## src/rtl/mfcm_pkg.sv

```systemverilog
// ----------------------------------------------------------------------------
// mfcm_pkg: shared types and constants of the motion fingerprint matcher
// Item and result structs, controller codes and the command/status bundles.
// ----------------------------------------------------------------------------
package mfcm_pkg;

  localparam int TABLE_ENTRIES = 64;
  localparam int TAB_AW        = $clog2(TABLE_ENTRIES);
  localparam int CNT_W         = $clog2(TABLE_ENTRIES + 1);
  localparam int MAX_ELEM      = 128;
  localparam int ELEM_W        = $clog2(MAX_ELEM + 1);
  localparam int FP_W          = 59;
  localparam int MUL_AW        = 52;
  localparam int MUL_BW        = 40;
  localparam int MUL_PW        = MUL_AW + MUL_BW;
  localparam int SRCH_W        = MUL_PW + 1;
  localparam int CFG_IDX_W     = 8;
  localparam int CFG_DATA_W    = 16;

  localparam logic [CFG_IDX_W-1:0] REG_MAX_DIFF    = 8'd0;
  localparam logic [CFG_IDX_W-1:0] REG_FULL_SPEED  = 8'd1;
  localparam logic [CFG_IDX_W-1:0] REG_FULL_DISP   = 8'd2;
  localparam logic [CFG_IDX_W-1:0] REG_CONTOUR_RNG = 8'd3;

  // (63e6)^2: scales speed in mm per microsecond to the 63-step bucket range.
  localparam logic [MUL_AW-1:0] SPEED_SCALE = 52'd3969000000000000;
  localparam logic [11:0]       BUCKET_SQ   = 12'd3969;
  localparam logic [5:0]        BUCKET_MAX  = 6'd63;
  localparam logic [4:0]        CONF_NEW    = 5'd12;
  localparam logic [4:0]        CONF_MAX    = 5'd20;

  typedef struct packed {
    logic signed [15:0] contour_delta;
    logic signed [15:0] disp_x;
    logic signed [15:0] disp_y;
    logic signed [15:0] disp_z;
    logic [23:0]        duration_us;
    logic               last_element;
  } in_item_t;

  typedef struct packed {
    logic [6:0]      concept_index;
    logic            is_new;
    logic            table_full;
    logic [15:0]     occurrences;
    logic [4:0]      confidence;
    logic [6:0]      best_distance;
    logic [FP_W-1:0] fingerprint;
  } out_item_t;

  typedef struct packed {
    logic [FP_W-1:0] fp;
    logic [4:0]      conf;
    logic [15:0]     occ;
  } entry_t;

  typedef enum logic [2:0] {
    ST_IDLE, ST_LOAD, ST_MUL, ST_SRCH, ST_SCAN_RD, ST_SCAN_EV, ST_COMMIT
  } state_t;

  typedef enum logic [3:0] {
    J_DX, J_DY, J_DZ, J_S, J_S2, J_KD, J_FD, J_CD, J_SPD, J_DSP, J_C0, J_C1, J_C2
  } job_t;

  typedef struct packed {
    logic elem_acc;
    logic mul_go;
    logic mul_step;
    logic srch_go;
    logic srch_step;
    logic save;
    logic scan_init;
    logic scan_rd;
    logic scan_ev;
    logic commit;
    job_t job;
  } ctl_cmd_t;

  typedef struct packed {
    logic mul_done;
    logic srch_stop;
    logic scan_last;
    logic table_empty;
  } ctl_sts_t;

  function automatic logic is_mul_job(input job_t j);
    return j inside {J_DX, J_DY, J_DZ, J_S, J_S2, J_KD, J_FD, J_CD};
  endfunction

endpackage

```

## src/rtl/mfcm_ctrl.sv

```systemverilog
// ----------------------------------------------------------------------------
// mfcm_ctrl: sequencer of the motion fingerprint matcher
// Steps through the multiply and bucket-search jobs, the table scan and the
// final table update for the item that closes a motion.
// ----------------------------------------------------------------------------
module mfcm_ctrl (
  input  logic               clk,
  input  logic               rst_n,
  input  logic               start,
  input  logic               last_element,
  input  mfcm_pkg::ctl_sts_t sts,
  output mfcm_pkg::ctl_cmd_t cmd,
  output logic               busy
);
  import mfcm_pkg::*;

  state_t state_r, state_nxt;
  job_t   job_r, job_nxt;

  always_ff @(posedge clk) begin
    if (!rst_n) begin
      state_r <= ST_IDLE;
      job_r   <= J_DX;
    end else begin
      state_r <= state_nxt;
      job_r   <= job_nxt;
    end
  end

  always_comb begin
    state_nxt = state_r;
    job_nxt   = job_r;
    case (state_r)
      ST_IDLE: begin
        if (start && last_element) begin
          state_nxt = ST_LOAD;
          job_nxt   = J_DX;
        end
      end
      ST_LOAD: state_nxt = is_mul_job(job_r) ? ST_MUL : ST_SRCH;
      ST_MUL: begin
        if (sts.mul_done) begin
          state_nxt = ST_LOAD;
          job_nxt   = job_t'(4'(job_r) + 4'd1);
        end
      end
      ST_SRCH: begin
        if (sts.srch_stop) begin
          if (job_r == J_C2) begin
            state_nxt = sts.table_empty ? ST_COMMIT : ST_SCAN_RD;
          end else begin
            state_nxt = ST_LOAD;
            job_nxt   = job_t'(4'(job_r) + 4'd1);
          end
        end
      end
      ST_SCAN_RD: state_nxt = ST_SCAN_EV;
      ST_SCAN_EV: state_nxt = sts.scan_last ? ST_COMMIT : ST_SCAN_RD;
      ST_COMMIT:  state_nxt = ST_IDLE;
      default:    state_nxt = ST_IDLE;
    endcase
  end

  always_comb begin
    cmd           = '0;
    cmd.job       = job_r;
    cmd.elem_acc  = (state_r == ST_IDLE) && start;
    cmd.mul_go    = (state_r == ST_LOAD) && is_mul_job(job_r);
    cmd.srch_go   = (state_r == ST_LOAD) && !is_mul_job(job_r);
    cmd.mul_step  = (state_r == ST_MUL);
    cmd.srch_step = (state_r == ST_SRCH);
    cmd.save      = ((state_r == ST_MUL) && sts.mul_done)
                 || ((state_r == ST_SRCH) && sts.srch_stop);
    cmd.scan_init = (state_r == ST_SRCH) && sts.srch_stop && (job_r == J_C2);
    cmd.scan_rd   = (state_r == ST_SCAN_RD);
    cmd.scan_ev   = (state_r == ST_SCAN_EV);
    cmd.commit    = (state_r == ST_COMMIT);
  end

  assign busy = (state_r != ST_IDLE);

endmodule

```

## config.mk

```make
export PLATFORM = sky130hd
export DESIGN_NAME = mfcm_ctrl
export DESIGN_NICKNAME = d
export VERILOG_FILES = /design/src/rtl/mfcm_pkg.sv /design/src/rtl/mfcm_ctrl.sv
export SDC_FILE = /design/constraint.sdc
export NUM_CORES = 1
export LEC_CHECK = 0
export BUFFER_PORTS_ARGS = -buffer_cell sky130_fd_sc_hd__buf_2
export CAP_MARGIN = 20
export CORE_AREA = 2 2 39 41
export DETAILED_ROUTE_END_ITERATION = 7
export DIE_AREA = 0 0 41 43
export PLACE_DENSITY_LB_ADDON = 0.1
export SLEW_MARGIN = 40
export SYNTH_ARGS = -nofsm -noshare
export SYNTH_HDL_FRONTEND = slang
export SYNTH_SLANG_ARGS = --single-unit
```

## constraint.sdc

```tcl
create_clock -name clk -period 3.25 [get_ports clk]
set_input_delay 0.65 -clock clk [delete_from_list [all_inputs] [get_ports clk]]
set_output_delay 0.65 -clock clk [all_outputs]
set_load 0.05 [all_outputs]
```

Yosys cells after proc, flatten, opt, wreduce, memory -nomap -nowiden
Index checks and enable logic that the tools add are counted.
Storage, ports and cells
  input port bits: 8
  bits in registers: 7
  logic and storage cells: 50
  output and inout port bits: 15
Cells by class
  $add $sub $neg: 1
  mux-type cells: 13
  reduce and logical (&&, ||, !) cells: 16
  equal/unequal tests: 18
Operators with widths (count)
  $pmux W3 S6: 1
  $eq A4 B3 Y1 const B: 4
  $mux W4: 4
  $mux W3: 4
  $pmux W4 S3: 1
  $eq A3 B3 Y1 const B: 3
  $eq A4 B2 Y1 const B: 2
  $ne A2 B2 Y1 const B: 4
  $reduce_bool A8 Y1: 1
  $logic_and A1 B1 Y1: 7
  $eq A3 B2 Y1 const B: 2
  $reduce_bool A3 Y1: 2
  $reduce_and A5 Y1: 1
  $add A4 B1 Y4 const B: 1
  $eq A4 B1 Y1 const B: 1
  $eq A4 B4 Y1 const B: 1
  $logic_not A4 Y1: 1
  $mux W2: 2
  $eq A3 B1 Y1 const B: 1
  $logic_not A3 Y1: 1
  $reduce_and A3 Y1: 1
  $logic_not A1 Y1: 1
  $logic_or A1 B1 Y1: 1
  $mux W1: 1

Logic depth before layout (Yosys ltp)
  word-level depth: 4
  depth in mapped cells: 6
  depth with buffers taken out: 6

Worst setup path before layout
Ideal clock, no wire load.
  path kind: reg-to-output
  start point: reg job_r[0]
  end point: out cmd[10] (netlist bit)
  buffers on the path: 0
  cell stages (with the launch flop): 6
  required time: 2600 ps
  data arrival time: 2623 ps
  slack: -23 ps
  cell sequence: dfxtp_1 inv_1 ha_1 nor4_1 nor2_1 nor3_1
RTL lines
  start, declared: RTL line mfcm_ctrl.sv:18  | job_t job_r, job_nxt;
  start signal, assigned: RTL line mfcm_ctrl.sv:26  | job_r <= job_nxt;
  end, declared: RTL line mfcm_ctrl.sv:12  | output mfcm_pkg::ctl_cmd_t cmd,

==> impl.org <==
** STA
- Final setup fails :: 0
- Hold Fails Final Rpt :: 0
- Min Clock Period, post-route :: roughly 2.6 ns
- Clock skew on the completed layout was measured at approximately 0.0035 ns.
- On the final layout, the worst hold slack is 0.552 ns.
- Highest attainable clock frequency :: between 300 and 400 MHz
- Relative slew slack :: roughly three fifths
- The final max-slew violation count was 0.
- Setup total negative slack on the finished layout was measured at 0 ns.
- Setup repair after global routing missed its margin :: no
- The worst path uses 80.9% of the clock period.
- At the pin with the least slew margin, the transition time is between 0.5 and 0.6 ns.

** Worst setup path
- Internal reg-to-reg setup slack :: 1.35 ns
- In this run the worst path has a maximum fanout of 6.
- The critical path runs through a total of 6 cells.
- Destination of the worst register-to-register timing path :: job_r[1]
- For this run, the slowest stage of the critical path takes between 0.4 and 0.5 ns.
- Kind of cell adding the most delay to the critical path :: simple AND/OR/NAND/NOR gates
- Reg-to-Reg Start :: job_r[0]
- At the worst endpoint, the arrival time is 1.98 ns.
- For the worst setup path, the data required time is 2.60 ns.
- Worst Setup End Kind :: primary output
- The worst setup path is of the reg2out kind.
- Register-to-Register Path Depth :: 6
- Critical path cell sequence :: inv_1 -> ha_1 -> nor4_1 -> nor2_1 -> nor3_2 -> buf_2
- Together, buffers and inverters on the worst path number 2.
- The largest individual stage delay along the critical path comes from the cell sky130_fd_sc_hd__nor4_1.
- The worst setup path is launched from a register.

** Drt
- Post-detailed-route count of antenna-violating nets :: 0
- Number of DRC markers in iteration 0 :: 25
- Using the TritonRoute via totals, the vias-per-cell ratio works out to 5.46.
- Routed wirelength normalized by instance count :: between 10 and 15 um
- Detailed-route wire length :: roughly 1500 um
- Summing over every cut layer, the via total after detailed routing is approximately 670.
- In the routed design, unresolved DRC markers number 0.
- The first TritonRoute pass finished after 4 iterations.

** Clocking
- CTS built an H-tree with a depth of 1.
- Once the clock tree was built, the setup fixing pass inserted 0 buffers.
- Sinks on the clock net :: 7
- Post-CTS clock slew at the launch and capture registers of the worst setup and hold paths :: 0.05 ns
- The clock passes through at most 2 buffers.
- The tree is rooted in a sky130_fd_sc_hd__clkbuf_4.
- Clock tree synthesis inserted a total of 3 buffers.
- Clock latency on the worst-skew pair :: between 0.2 and 0.3 ns
- In this run, post-CTS repair resized a total of 0 instances.
- TritonCTS built the clock tree.
- In this run, post-CTS hold repair placed 0 buffers.

** Power
- Share of total power in the clock network :: 25.6%
- Power per cell area :: 420 nW/um^2
- The analysis attributes to cell leakage a power of 0.000353 uW.
- Internal Pwr Total :: roughly 170 uW
- Comb power frac :: roughly two fifths
- Worst vdd ir :: ~0.00022 V
- Power after layout :: 309 uW
- Summed over all nets, the switching power comes to ~140 uW.
- Sequential cells burn 34.9% of the power.
- In this run switching power makes up between 40% and 50% of total power.

** Synth
- Summed instance area of the synthesized netlist :: between 500 and 600 um^2
- Ys async rst share :: 0%
- Top flip-flop cell by instance count after synthesis :: sky130_fd_sc_hd__dfxtp_1
- Number of library cell types mapped by synthesis :: 30
- Post-synth top area cell :: sky130_fd_sc_hd__dfxtp_1
- For this run, the register share of the synthesized area comes to 23.5%.
- Proportion of netlist area held by the largest area contributor :: 23.5%
- After synthesis, the cell types taking the most area are sky130_fd_sc_hd__dfxtp_1, sky130_fd_sc_hd__ha_1, sky130_fd_sc_hd__a21oi_1.
- Number of synthesized register bits :: 7
- Synthesis Warnings :: 0
- Synth Instances :: 85
- The number of nets handed over by synthesis was just under 100.
- Number of synthesized flops with an enable pin :: 0
- Each instance of the synthesized netlist takes up on average between 7 and 8 um^2.

** Layout
- Post-layout net count :: 120
- The repair_antennas step left the layout with diodes totalling 0.
- Synth-to-Final Area Change :: 23.3%
- Share of cells above drive strength 1 :: 26.2%
- The library cells used most frequently in the layout, excluding fill and tap cells, are sky130_fd_sc_hd__buf_2, sky130_fd_sc_hd__inv_1.
- Once layout is complete, the cells apart from fillers number between 100 and 150.
- Commonest non-fill, non-tap cell in the layout :: sky130_fd_sc_hd__buf_2
- Filler Cell Count :: 137

** Status
- Result of the run :: finished clean

** Floorplanning
- For this configuration, the core starts out at a cell density of 43.1%.
- Core region area :: around 1400 um^2
- From left edge to right edge, the die measures about 41 um.
- Total number of placement rows :: 14
- Top-Level Pins :: 23
- The die covers ~1800 um^2.
- Measured along the y axis, the die boundary spans approximately 43 um.

** Placement
- Port buffer count :: 22
- Placed instance count :: between 100 and 150
- Detailed-placement wirelength estimate :: 1080 um
- Routability-driven placement finished with a final weighted congestion of 0.723.

** Global routing
- Global routing used a little under a fifth of the available tracks.
- The initial antenna violation count came to 0.
- First-pass GRT wire length :: ~2400 um
- Number of global-route vias before repair :: 560
- Entering global routing, the biggest net connects 20 pins.
- Congestion Overflow GR :: 0

** Job
- MaxCap Viol Count :: 0

** Hold path
- Along the worst hold path, the cell count comes to 2.
- The path with the worst hold slack has its endpoint at job_r[1].
- The worst hold path belongs to the class reg2reg.
- Critical hold path startpoint :: job_r[1]
per-stage QoR:
stage | utilization, % | setup WS [ns] | cell area [um^2]
after floorplan | - | 0.0785 | 602
after global placement | 51.2 | 1.00 | 708
after detailed placement | 51.2 | 0.916 | 708
after CTS | 53.2 | 0.618 | 736
after global routing | 53.2 | 0.387 | 736
final | 53.2 | 0.620 | 736
routing by layer:
metal  vias to the layer above  wire length, um  share of wire (%)  track usage (%)
met5                         -                0                  0                0
met4                         0               14               0.96             4.67
met3                         2               80                5.5             6.81
met2                        18              697                 48             28.1
met1                       301              664                 46             25.3
li1                        351                -                  -                -
worst max-delay path by stage:
stage             start  endpoint
5_1_grt        job_r[0]   cmd[10]
6_report       job_r[0]   cmd[10]
3_3_place_gp   job_r[0]   cmd[10]
4_1_cts        job_r[0]   cmd[10]
3_5_place_dp   job_r[0]   cmd[10]
2_1_floorplan  job_r[1]   cmd[12]
area by class of cell:
class / count / area [um^2] / share of cell area (%)
Clock inverter: 1 / 5.00 / 0.680
Timing Repair Buffer: 22 / 110 / 15.0
Tap cell: 16 / 20.0 / 2.72
Clock buffer: 3 / 22.5 / 3.06
Multi-Input combinational cell: 65 / 404 / 54.9
Inverter: 9 / 33.8 / 4.59
Sequential cell: 7 / 140 / 19.0
power groups by stage:
| stage | logic [uW] | registers (uW) | clock network (uW) |
|---|---|---|---|
| 2_1_floorplan | 106 | 99.7 | 0 |
| 3_3_place_gp | 121 | 110 | 0 |
| 3_5_place_dp | 121 | 109 | 0 |
| 4_1_cts | 122 | 107 | 84.4 |
| 5_1_grt | 135 | 110 | 89.2 |
| 6_report | 122 | 108 | 79.3 |
cell usage after synthesis (all sizes together), types with 2 or more instances:
cell type and number:
o21ai 6, a21oi 7, ha 4, nor3 4, clkbuf 2, buf 2
nand3 4, nand2b 3, a211oi 2, inv 9, nand2 7, nor2 7
and2 2, o22ai 2, or3 2, nor4 2, nor2b 3, dfxtp 7
worst register-to-register path, delay by kind of cell (launching register included):
kind,cells,cell delay [ns]
AO/OA/AOI/OAI,2,0.40
buffers and inverters,1,0.11
AND/OR/NAND/NOR,2,0.69
adder cells (fa/ha/maj),1,0.23
flip-flops,1,0.41
kinds of logic (layout without fill, tap and decap cells):
logic type | Yosys count | count (layout) | synth area share (%)
fa+ha+maj | 4 | 4 | 8.39
buf+inv | 13 | 35 | 9.64
simple gates | 37 | 37 | 32.7
compound gates | 24 | 24 | 25.8
flops | 7 | 7 | 23.5
sequential cells by signal, indices dropped and copies added (netlist names):
name and cells:
job_r 4, state_r 3
(Power assumes the default switching activity.)
